$ cat config.mk
export PLATFORM = sky130hd
export DESIGN_NAME = byte_range_header_resolver
export DESIGN_NICKNAME = d
export VERILOG_FILES = /design/src/hw/rtl/brhr_pkg.sv /design/src/hw/rtl/brhr_parse.sv /design/src/hw/rtl/byte_range_header_resolver.sv
export VERILOG_INCLUDE_DIRS = /design/src /design/src/hw/rtl
export SDC_FILE = /design/constraint.sdc
export NUM_CORES = 2
export LEC_CHECK = 0
export ABC_AREA = 1
export BUFFER_PORTS_ARGS = -buffer_cell sky130_fd_sc_hd__buf_2
export CAP_MARGIN = 20
export CORE_ASPECT_RATIO = 0.8
export CORE_MARGIN = 2
export CORE_UTILIZATION = 30
export DETAILED_ROUTE_END_ITERATION = 10
export GPL_ROUTABILITY_DRIVEN = 0
export PLACE_DENSITY = 0.45
export SYNTH_ARGS = -nofsm -noshare
export SYNTH_HDL_FRONTEND = slang
export SYNTH_SLANG_ARGS = --single-unit
$ cat constraint.sdc
create_clock -name clk -period 9.29 [get_ports clk]
set_clock_uncertainty 0.2 [all_clocks]
set_input_delay 1.858 -clock clk [delete_from_list [all_inputs] [get_ports clk]]
set_output_delay 1.858 -clock clk [all_outputs]
set_load 0.01 [all_outputs]
$ cat src/hw/rtl/assert_macros.svh
// ---------------------------------------------------------------------------
// Assertion macros for the RTL files that check their own behaviour.
// ---------------------------------------------------------------------------
`ifndef ASSERT_MACROS_SVH
`define ASSERT_MACROS_SVH

// Implication checked on every rising edge, held off while reset is high.
`define ASSERT_IMPLY(label, clk, rst, ante, cons, msg) \
  label: assert property (@(posedge clk) disable iff (rst) (ante) |-> (cons)) \
    else $error(msg);

// Next-cycle implication checked on every rising edge, held off during reset.
`define ASSERT_NEXT(label, clk, rst, ante, cons, msg) \
  label: assert property (@(posedge clk) disable iff (rst) (ante) |=> (cons)) \
    else $error(msg);

`endif

$ cat src/hw/rtl/brhr_pkg.sv
// ---------------------------------------------------------------------------
// brhr_pkg
// Types, codes and helpers for the byte range header resolver.
// ---------------------------------------------------------------------------
package brhr_pkg;

  // Width of a range bound; sizes saturate at 2^OFFSET_BITS-1, a bound past it is malformed
  localparam int unsigned OFFSET_BITS = 64;
  localparam int unsigned ACC_BITS    = OFFSET_BITS + 4;

  localparam logic [OFFSET_BITS-1:0] BOUND_MAX = '1;
  localparam logic [63:0]            SIZE_MAX  = 64'(BOUND_MAX);

  // Characters of interest
  localparam logic [7:0] CH_SPACE = 8'h20;
  localparam logic [7:0] CH_TAB   = 8'h09;
  localparam logic [7:0] CH_DASH  = 8'h2D;
  localparam logic [7:0] CH_ZERO  = 8'h30;
  localparam logic [7:0] CH_NINE  = 8'h39;

  localparam logic [2:0] PREFIX_LEN = 3'd6;

  typedef enum logic [1:0] {
    ST_OK        = 2'd0,
    ST_MALFORMED = 2'd1,
    ST_UNSAT     = 2'd2
  } status_t;

  typedef enum logic [1:0] {
    KIND_CLOSED = 2'd0,
    KIND_OPEN   = 2'd1,
    KIND_SUFFIX = 2'd2
  } kind_t;

  // One header byte
  typedef struct packed {
    logic [7:0]  ch;
    logic        last;
    logic [63:0] object_size;
  } brhr_in_t;

  // One resolved range
  typedef struct packed {
    logic [1:0]  status;
    logic [1:0]  range_kind;
    logic [63:0] start_offset;
    logic [63:0] span_length;
  } brhr_out_t;

  // Parser state handed to the resolve stage at the last byte
  typedef struct packed {
    logic                   bad;
    logic                   in_hi;
    logic                   first_has;
    logic                   second_has;
    logic [OFFSET_BITS-1:0] first_bound;
    logic [OFFSET_BITS-1:0] second_bound;
    logic [OFFSET_BITS-1:0] size;
  } brhr_parsed_t;

  // Expected character at each place of the unit prefix "bytes="
  function automatic logic [7:0] prefix_char(input logic [2:0] pos);
    logic [7:0] c;
    unique case (pos)
      3'd0:    c = 8'h62;
      3'd1:    c = 8'h79;
      3'd2:    c = 8'h74;
      3'd3:    c = 8'h65;
      3'd4:    c = 8'h73;
      3'd5:    c = 8'h3D;
      default: c = 8'h00;
    endcase
    return c;
  endfunction

endpackage

$ cat src/hw/rtl/brhr_parse.sv
// ---------------------------------------------------------------------------
// brhr_parse
// Per-byte parser: skips outer blanks, matches the unit prefix and
// accumulates both decimal bounds with an overflow check.
// ---------------------------------------------------------------------------
module brhr_parse (
  input  logic                  clk,
  input  logic                  rst,
  input  logic                  step,
  input  brhr_pkg::brhr_in_t    item,
  output brhr_pkg::brhr_parsed_t snap
);

  typedef enum logic [1:0] {
    PH_LEAD,
    PH_PREFIX,
    PH_LO,
    PH_HI
  } phase_t;

  phase_t                           phase, phase_next;
  logic [2:0]                       prefix_pos, prefix_pos_next;
  logic [brhr_pkg::OFFSET_BITS-1:0] first_bound, first_bound_next;
  logic [brhr_pkg::OFFSET_BITS-1:0] second_bound, second_bound_next;
  logic                             first_has, first_has_next;
  logic                             second_has, second_has_next;
  logic                             blank_after, blank_after_next;
  logic                             bad, bad_next;

  logic                             is_blank;
  logic                             is_digit;
  logic [3:0]                       digit;
  logic [brhr_pkg::OFFSET_BITS-1:0] acc;
  logic [brhr_pkg::ACC_BITS-1:0]    prod;
  logic                             ovf;
  logic                             acc_has;

  // Shared decimal accumulate: acc * 10 + digit
  // ASCII digits carry their value in the low nibble
  assign is_blank   = (item.ch == brhr_pkg::CH_SPACE) || (item.ch == brhr_pkg::CH_TAB);
  assign is_digit   = (item.ch >= brhr_pkg::CH_ZERO) && (item.ch <= brhr_pkg::CH_NINE);
  assign digit      = item.ch[3:0];
  assign acc        = (phase == PH_HI) ? second_bound : first_bound;
  assign acc_has    = (phase == PH_HI) ? second_has : first_has;
  assign prod       = ({4'b0000, acc} << 3) + ({4'b0000, acc} << 1)
                    + brhr_pkg::ACC_BITS'(digit);
  assign ovf        = |prod[brhr_pkg::ACC_BITS-1:brhr_pkg::OFFSET_BITS];

  // Advance the parse by one byte
  always_comb begin
    phase_next        = phase;
    prefix_pos_next   = prefix_pos;
    first_bound_next  = first_bound;
    second_bound_next = second_bound;
    first_has_next    = first_has;
    second_has_next   = second_has;
    blank_after_next  = blank_after;
    bad_next          = bad;
    if (!bad) begin
      unique case (phase)
        PH_LEAD, PH_PREFIX: begin
          if (phase == PH_LEAD && is_blank) begin
            phase_next = PH_LEAD;
          end else if (item.ch != brhr_pkg::prefix_char(
                         (phase == PH_LEAD) ? 3'd0 : prefix_pos)) begin
            bad_next = 1'b1;
          end else begin
            prefix_pos_next = ((phase == PH_LEAD) ? 3'd0 : prefix_pos) + 3'd1;
            phase_next = (prefix_pos_next == brhr_pkg::PREFIX_LEN) ? PH_LO : PH_PREFIX;
          end
        end
        PH_LO, PH_HI: begin
          if (phase == PH_LO && item.ch == brhr_pkg::CH_DASH) begin
            phase_next       = PH_HI;
            blank_after_next = 1'b0;
          end else if (is_blank) begin
            if (acc_has) begin
              blank_after_next = 1'b1;
            end
          end else if (is_digit) begin
            if (blank_after || ovf) begin
              bad_next = 1'b1;
            end else if (phase == PH_HI) begin
              second_bound_next = prod[brhr_pkg::OFFSET_BITS-1:0];
              second_has_next   = 1'b1;
            end else begin
              first_bound_next = prod[brhr_pkg::OFFSET_BITS-1:0];
              first_has_next   = 1'b1;
            end
          end else begin
            bad_next = 1'b1;
          end
        end
        default: bad_next = 1'b1;
      endcase
    end
  end

  // Hand the parsed value and saturated size to the resolve stage
  always_comb begin
    snap.bad          = bad_next;
    snap.in_hi        = (phase_next == PH_HI);
    snap.first_has    = first_has_next;
    snap.second_has   = second_has_next;
    snap.first_bound  = first_bound_next;
    snap.second_bound = second_bound_next;
    snap.size         = (item.object_size > brhr_pkg::SIZE_MAX) ? brhr_pkg::BOUND_MAX
                      : item.object_size[brhr_pkg::OFFSET_BITS-1:0];
  end

  // Hold parse state; drop back to the start after the last byte
  always_ff @(posedge clk) begin
    if (rst || (step && item.last)) begin
      phase        <= PH_LEAD;
      prefix_pos   <= 3'd0;
      first_bound  <= '0;
      second_bound <= '0;
      first_has    <= 1'b0;
      second_has   <= 1'b0;
      blank_after  <= 1'b0;
      bad          <= 1'b0;
    end else if (step) begin
      phase        <= phase_next;
      prefix_pos   <= prefix_pos_next;
      first_bound  <= first_bound_next;
      second_bound <= second_bound_next;
      first_has    <= first_has_next;
      second_has   <= second_has_next;
      blank_after  <= blank_after_next;
      bad          <= bad_next;
    end
  end

endmodule

$ cat src/hw/rtl/byte_range_header_resolver.sv
// The result of a value goes from the input register through the parse stage into the
// s2 register, then through the resolve stage into the result register.
// Throughput: 1 byte per cycle, limited by the parse step, while no last byte waits for room downstream.
// Bytes without the last mark produce no result and never wait on the output.
// Reset (rst, synchronous): empties all stages and returns the parser to the
// leading-blank state; no clearing pass.
// ---------------------------------------------------------------------------
// byte_range_header_resolver
// Resolves one HTTP byte range, fed a byte per item, against the object size.
// ---------------------------------------------------------------------------
`include "assert_macros.svh"

module byte_range_header_resolver (
  input  logic                clk,
  input  logic                rst,
  input  logic                item_valid,
  output logic                item_ready,
  input  brhr_pkg::brhr_in_t  item,
  output logic                result_valid,
  input  logic                result_ready,
  output brhr_pkg::brhr_out_t result
);

  logic                   s1_valid;
  brhr_pkg::brhr_in_t     s1;
  logic                   s2_valid;
  brhr_pkg::brhr_parsed_t s2;
  brhr_pkg::brhr_parsed_t snap;
  brhr_pkg::brhr_out_t    resolved;

  logic s2_take;
  logic s2_free;
  logic s1_adv;

  // Stage flow: only a last byte needs room downstream
  assign s2_take    = !result_valid || result_ready;
  assign s2_free    = !s2_valid || s2_take;
  assign s1_adv     = s1_valid && (!s1.last || s2_free);
  assign item_ready = !s1_valid || s1_adv;

  brhr_parse u_parse (
    .clk  (clk),
    .rst  (rst),
    .step (s1_adv),
    .item (s1),
    .snap (snap)
  );

  // Resolve the parsed range against the size
  always_comb begin
    logic [brhr_pkg::OFFSET_BITS-1:0] size;
    logic [brhr_pkg::OFFSET_BITS-1:0] first;
    logic [brhr_pkg::OFFSET_BITS-1:0] second;
    logic [brhr_pkg::OFFSET_BITS-1:0] n;
    logic [brhr_pkg::OFFSET_BITS-1:0] last_byte;
    logic [brhr_pkg::OFFSET_BITS-1:0] stop;
    logic [brhr_pkg::OFFSET_BITS-1:0] start;
    logic [brhr_pkg::OFFSET_BITS-1:0] len;
    size      = s2.size;
    first     = s2.first_bound;
    second    = s2.second_bound;
    n         = (second < size) ? second : size;
    last_byte = size - brhr_pkg::OFFSET_BITS'(1);
    stop      = (second < last_byte) ? second : last_byte;
    start     = '0;
    len       = '0;
    resolved.status     = brhr_pkg::ST_MALFORMED;
    resolved.range_kind = brhr_pkg::KIND_CLOSED;
    if (!s2.bad && s2.in_hi) begin
      if (!s2.first_has) begin
        if (s2.second_has && second != '0) begin
          resolved.range_kind = brhr_pkg::KIND_SUFFIX;
          if (size == '0) begin
            resolved.status = brhr_pkg::ST_UNSAT;
          end else begin
            resolved.status = brhr_pkg::ST_OK;
            start = size - n;
            len   = n;
          end
        end
      end else if (!s2.second_has) begin
        resolved.range_kind = brhr_pkg::KIND_OPEN;
        if (first >= size) begin
          resolved.status = brhr_pkg::ST_UNSAT;
        end else begin
          resolved.status = brhr_pkg::ST_OK;
          start = first;
          len   = size - first;
        end
      end else if (second >= first) begin
        resolved.range_kind = brhr_pkg::KIND_CLOSED;
        if (first >= size) begin
          resolved.status = brhr_pkg::ST_UNSAT;
        end else begin
          resolved.status = brhr_pkg::ST_OK;
          start = first;
          len   = stop - first + brhr_pkg::OFFSET_BITS'(1);
        end
      end
    end
    resolved.start_offset = 64'(start);
    resolved.span_length  = 64'(len);
  end

  // Advance stage valids
  always_ff @(posedge clk) begin
    if (rst) begin
      s1_valid     <= 1'b0;
      s2_valid     <= 1'b0;
      result_valid <= 1'b0;
    end else begin
      if (item_ready) begin
        s1_valid <= item_valid;
      end
      if (s2_free) begin
        s2_valid <= s1_adv && s1.last;
      end
      if (s2_take) begin
        result_valid <= s2_valid;
      end
    end
  end

  // Hold payloads
  always_ff @(posedge clk) begin
    if (item_valid && item_ready) begin
      s1 <= item;
    end
    if (s1_adv && s1.last) begin
      s2 <= snap;
    end
    if (s2_take && s2_valid) begin
      result <= resolved;
    end
  end

  // Checks
  `ASSERT_NEXT(a_last_reaches_resolve, clk, rst, s1_adv && s1.last, s2_valid,
               "last byte lost before resolve")
  `ASSERT_IMPLY(a_ok_nonempty, clk, rst,
                result_valid && result.status == brhr_pkg::ST_OK,
                result.span_length != 64'd0, "ok result with empty span")
  `ASSERT_IMPLY(a_fail_zero, clk, rst,
                result_valid && result.status != brhr_pkg::ST_OK,
                result.start_offset == 64'd0 && result.span_length == 64'd0,
                "failed result with nonzero range")

endmodule
; ---- Yosys cells after proc, flatten, opt, wreduce, memory -nomap -nowiden
; Index checks and enable logic that the tools add are counted.
[op_classes]
addsub = 8
n_lt_le_gt_ge = 7
n_eq_ne = 14
mux = 73
bitwise = 3
n_reduce_logical = 32
[op_table]
columns = cell, count
row1 = 64-bit two-way mux, 30
row2 = 64-bit subtractor, 3
row3 = 64-bit greater-or-equal comparator, 2
row4 = 64-bit less-than comparator, 2
row5 = 67-bit by 65-bit adder with 68-bit output, 1
row6 = 68-bit by 4-bit adder with 68-bit output, 1
row7 = 64-bit by 1-bit adder with 64-bit output (second input constant), 1
row8 = 64-bit > comparator (second input constant), 1
row9 = 64-bit zero test, 1
row10 = 64-bit nonzero test, 1
row11 = 64-bit by 1-bit subtractor with 64-bit output (second input constant), 1
row12 = 7-bit one-hot mux with 6 select lines, 1
row13 = 1-bit two-way mux, 25
row14 = 8-bit two-way mux, 3
row15 = 8-bit by 6-bit equality test with 1-bit output (second input constant), 2
row16 = 4-bit two-way mux, 4
row17 = 2-bit two-way mux, 7
row18 = 5-bit AND reduction, 2
row19 = 3-bit equality test (second input constant), 3
row20 = 1-bit logical AND, 9
row21 = 8-bit by 4-bit equality test with 1-bit output (second input constant), 1
row22 = 8-bit by 6-bit greater-or-equal comparator with 1-bit output (second input constant), 1
row23 = 8-bit by 6-bit <= comparator with 1-bit output (second input constant), 1
row24 = 8-bit inequality test, 1
row25 = 16 further kinds, 33
[word_totals]
reg_bits = 541
in_bits = 77
wordCells = 162

; ---- Depth between registers and ports, before layout
[logic_depth]
ltp_word = 13
depth_mapped = 46
ltp_nobuf = 44

; ---- Hierarchy
; A second synthesis with hierarchy kept.
[unflattened]
cells_unflattened = 7263
hier_area_um2 = 50517.2
[by_module_without_submodules]
columns = mod, instances, cells_each, area_each_um2, seq_area_each_um2
row1 = byte_range_header_resolver, 1, 4675, 35738.0, 12101.6
row2 = brhr_parse, 1, 2588, 14779.2, 2742.6

; ---- Worst setup path before layout
; Ideal clock, no wire load.
[synth_timing]
path_type = input -> register
start = in result_ready
end = reg result[0] in the netlist's numbering (enable)
t_arrival_ns = 7.443
required_time_ns = 8.462
setup_slack_ns = 1.019
path_stages = 2
path_cell_list = nor2_1 nor2_1
[synth_via]
elab_chain_len = 2
[synth_lines]
columns = item, line_no
row1 = from (decl), byte_range_header_resolver.sv:20  ; input logic result_ready,
row2 = 1-bit logical OR, byte_range_header_resolver.sv:36  ; assign s2_take = !result_valid || result_ready;
row3 = 1-bit logical AND, byte_range_header_resolver.sv:132  ; if (s2_take && s2_valid) begin
row4 = to (signal assigned), byte_range_header_resolver.sv:133  ; result <= resolved;
row5 = to (decl), byte_range_header_resolver.sv:21  ; output brhr_pkg::brhr_out_t result
; Every way passes these cells.
; A chain may end at the register's enable or synchronous reset.

; ---- Worst setup path after layout
[layout_timing]
start = reg s2[1] in the netlist's numbering
end = reg result[45] in the netlist's numbering (data pin)
[layout_via]
elab_chain_len = 9
word_cells_on_any_way = 17
[layout_lines]
columns = item, line_no
row1 = from (decl), byte_range_header_resolver.sv:27  ; brhr_pkg::brhr_parsed_t s2;
row2 = from (signal assigned), byte_range_header_resolver.sv:130  ; s2 <= snap;
row3 = 64-bit by 1-bit subtractor with 64-bit output, byte_range_header_resolver.sv:63  ; last_byte = size - brhr_pkg::OFFSET_BITS'(1);
row4 = 64-bit less-than comparator, byte_range_header_resolver.sv:64  ; stop = (second < last_byte) ? second : last_byte;
row5 = 64-bit two-way mux, byte_range_header_resolver.sv:64
row6 = 64-bit subtractor, byte_range_header_resolver.sv:97  ; len = stop - first + brhr_pkg::OFFSET_BITS'(1);
row7 = 64-bit by 1-bit adder with 64-bit output, byte_range_header_resolver.sv:97
row8 = 64-bit two-way mux, byte_range_header_resolver.sv:92  ; if (first >= size) begin
row9 = 64-bit two-way mux, byte_range_header_resolver.sv:90  ; end else if (second >= first) begin
row10 = 64-bit two-way mux, byte_range_header_resolver.sv:81  ; end else if (!s2.second_has) begin
row11 = 64-bit two-way mux (*), byte_range_header_resolver.sv:70  ; if (!s2.first_has) begin
; Every way passes the cells marked *; elsewhere a longest branch is shown, timed or not.

==> results.json <==
{
  "nFillCells": 17985,
  "netlist-cell-type-count": 56,
  "cp_common_cell": "o21ai_0",
  "grt_max_degree": 147,
  "min_to": "s2[4]",
  "viasPerCell": 5.345,
  "grt_pass1_wl_mm": 325.0,
  "worst_slew_pin_slew_ps": 1345,
  "num_rows": 134,
  "cts_resized": 0,
  "ys.flop_type": "edfxtp_1",
  "cp_slowest_stage_delay_ps": 560,
  "rrSetupSlack_ps": 250,
  "syn_avg_cell_area_sq_um": 7.102,
  "synth-seq-area-share": 0.2948,
  "dp_hpwl_mm": 188.6,
  "routed_wl_mm": 229.3,
  "dieArea_sq_mm": 0.1712,
  "finalSetupTns_ps": 0,
  "synth-edff-count": 401,
  "yosys_warnings": 0,
  "hold_depth": 0,
  "min_from": "s1[4]",
  "cts-root-buf": "clkbuf_16",
  "routedWlPerCell_microns": 23.98,
  "required_ps": 9460,
  "power.share.clock": 0.396,
  "crit_fanout": 114,
  "cp-end-kind": "flop",
  "drive_above_1_share": 0.08857,
  "p_switching_mw": 2.382,
  "worstRegToRegCells": 36,
  "clock_sinks": 541,
  "rsz0062_at_grt": "false",
  "power_density_mw_per_mm2": 126.7,
  "boundaryPins": 211,
  "clk_pin_slew_ps": 70,
  "grt_usage": 0.2600,
  "coreArea_sq_mm": 0.1668,
  "die_y_microns": 370.5,
  "synth_area_sq_mm": 0.05036,
  "fmax_ghz": 0.1106,
  "nNetsFinal": 7906,
  "layout_commonest_cell": "nand2_1",
  "ys_top_cells_by_area": "edfxtp_1 24%, ha_1 14%, nand2_1 11%",
  "switching_share": 0.3343,
  "hp-class": "reg2reg",
  "worst_path_max_delay_cell": "o21ai_0",
  "dr.pass1.iters": 10,
  "worstPathArrival_ps": 9220,
  "portBuffers": 210,
  "comb_power_share": 0.216,
  "period_needed_ps": 9044,
  "hold_viol": 0,
  "irDropWorstVdd_v": 0.0001351,
  "p_leak_nw": 24.59,
  "vias": 51093,
  "cts_hold_repair.buffers": 0,
  "setup.worst_path.class": "reg2reg",
  "pwr-share-seq": 0.388,
  "cts_tree": "built",
  "relSlewSlack": 0.09395,
  "ys_ff_latch": 541,
  "async_flop_share": 0,
  "antenna_found_initial": 10,
  "r2r-end": "result[45]",
  "slew_violations": 0,
  "status": "complete, no violations",
  "fp.dieW_microns": 462.1,
  "synthesis.instances": 7091,
  "overflow": 0,
  "drc": 0,
  "areaGrowthSynthToFinish_pct": 11.70,
  "cellInternalPower_mw": 4.743,
  "cap_viol_max_count": 0,
  "cts-buffers-inserted": 68,
  "synth_top_area_cell": "edfxtp_1",
  "detail_route.iter0.violations": 5811,
  "fin_crit_sh": 0.9736,
  "placedCellCount": 9417,
  "worst_skew_pair.late_latency_ps": 720,
  "yosys.area.top_type_share": 0.2391,
  "start_kind": "flop",
  "post-cts-setup-buffers": 0,
  "ctsLongestPathBuffers": 3,
  "mostFrequentLayoutCells": "1467 x nand2_1, 1023 x inv_1, 676 x o21ai_0, 667 x nor2_1, 574 x ha_1",
  "start_util": 0.3019,
  "finalSetupViolCount": 0,
  "ant_nets": 0,
  "syn-num-nets": 7747,
  "fin_cells": 9559,
  "grt_pass1_vias": 47807,
  "htreeDepth": 3,
  "reg2reg_from": "s2[1]"
}
[area by class of cell]
cell class,instances,area (sq um),share of cell area
Antenna cell,10,25.02,0.0004449
Tap cell,2244,2808,0.04992
Clock buffer,91,1881,0.03343
Inverter,1059,3990,0.07094
Multi-Input combinational cell,5311,30720,0.5462
Clock inverter,34,446.7,0.007941
Sequential cell,541,14840,0.2639
Timing Repair Buffer,269,1531,0.02723
[power groups by stage]
stage	Clock, mW	Combinational [mW]	Sequential [mW]
floorplan	0	0.986	2.78
global placement	0	1.49	2.81
detailed placement	0	1.49	2.81
CTS	2.90	1.50	2.76
global route	2.99	1.68	2.77
finish	2.82	1.54	2.76
[metrics by stage]
step / hold slack (ps) / area [sq um] / total power, mW / utilization / setup WS [ps]
6_report: 189.6 / 56250 / 7.125 / 0.3372 / 245.5
5_1_grt: 224.2 / 56220 / 7.437 / 0.3370 / 11.20
4_1_cts: 202.2 / 56170 / 7.156 / 0.3367 / 466.9
3_5_place_dp: 206.2 / 53840 / 4.299 / 0.3227 / 527.9
3_3_place_gp: 204.2 / 53830 / 4.298 / 0.3227 / 495.2
2_1_floorplan: 200.3 / 50360 / 3.768 / - / 1019
[Yosys cell counts, types with 9 or more instances]
cell      count
a211oi_1      9
a21boi_0     19
a21o_1       34
a21oi_1     535
a21oi_2      79
a221oi_1      9
a31oi_1      51
buf_2        30
buf_4        19
buf_6        14
clkbuf_1    112
dfxtp_1     140
edfxtp_1    401
ha_1        574
inv_1      1026
inv_2        33
nand2_1    1470
nand2_2      73
nand3_1     250
nand3b_1     20
nand4_1     200
nor2_1      670
nor2_2       17
nor3_1       72
nor3_2       10
nor4_1       57
o211ai_1     20
o21a_1       24
o21ai_0     678
o21ai_1      54
o21bai_1     46
o22ai_1      62
or2_2        28
xnor2_1      76
xor2_1      117
[critical path, delay by kind of cell, from the launching register on]
kind                       cells  cell delay [ps]
buffers and inverters          5              650
xor gates and xnor gates       2              340
AOI/OAI and AO/OA              8             2290
and+or+nand+nor               17             3390
DFF                            1              510
adders and majority gates      4             1260
[routing by layer]
layer  share of wire  routed length [microns]  global-route usage  up-vias
li1                -                        -                   -    24329
met4           0.042                     9596             0.09414        2
met2            0.41                    94500              0.3848     2336
met5        0.000048                       11                   0        -
met3           0.086                    19700             0.04636      374
met1            0.46                   105500              0.3746    24052
[state kept, by name, summed over array words and instances, names as in the netlist]
name / flops
u_parse.second_has: 1
u_parse.prefix_pos: 3
s2: 196
u_parse.first_bound: 64
u_parse.first_has: 1
u_parse.bad: 1
s1_valid: 1
u_parse.second_bound: 64
s2_valid: 1
result_valid: 1
s1: 73
u_parse.phase: 2
u_parse.blank_after: 1
result: 132
[how the worst max path moves through the flow]
| stage | startpoint | endpoint | slack (ps) | cells after the start |
|---|---|---|---|---|
| finish | s2[1] | result[45] | 250 | 36 |
| CTS | s2[1] | result[50] | 470 | 38 |
| floorplan | result_ready | result[0] | 1020 | 2 |
| global placement | s2[1] | result[50] | 500 | 38 |
| global route | s2[1] | result[50] | 10 | 38 |
| detailed placement | s2[1] | result[50] | 530 | 38 |
[kinds of logic (layout without fill, tap and decap cells)]
| kind of cell | count (synthesis) | after routing | synth area share |
|---|---|---|---|
| AO/OA/AOI/OAI | 1641 | 1641 | 0.1814 |
| AND/OR/NAND/NOR | 2897 | 2897 | 0.2488 |
| other | 0 | 10 | 0 |
| XOR/XNOR | 193 | 193 | 0.03357 |
| adder cells (fa/ha/maj) | 579 | 579 | 0.1446 |
| buffers and inverters | 1239 | 1453 | 0.09660 |
| multiplexers | 1 | 1 | 0.0001988 |
| flip-flops | 541 | 541 | 0.2948 |
Power figures use the tool's default switching activity.
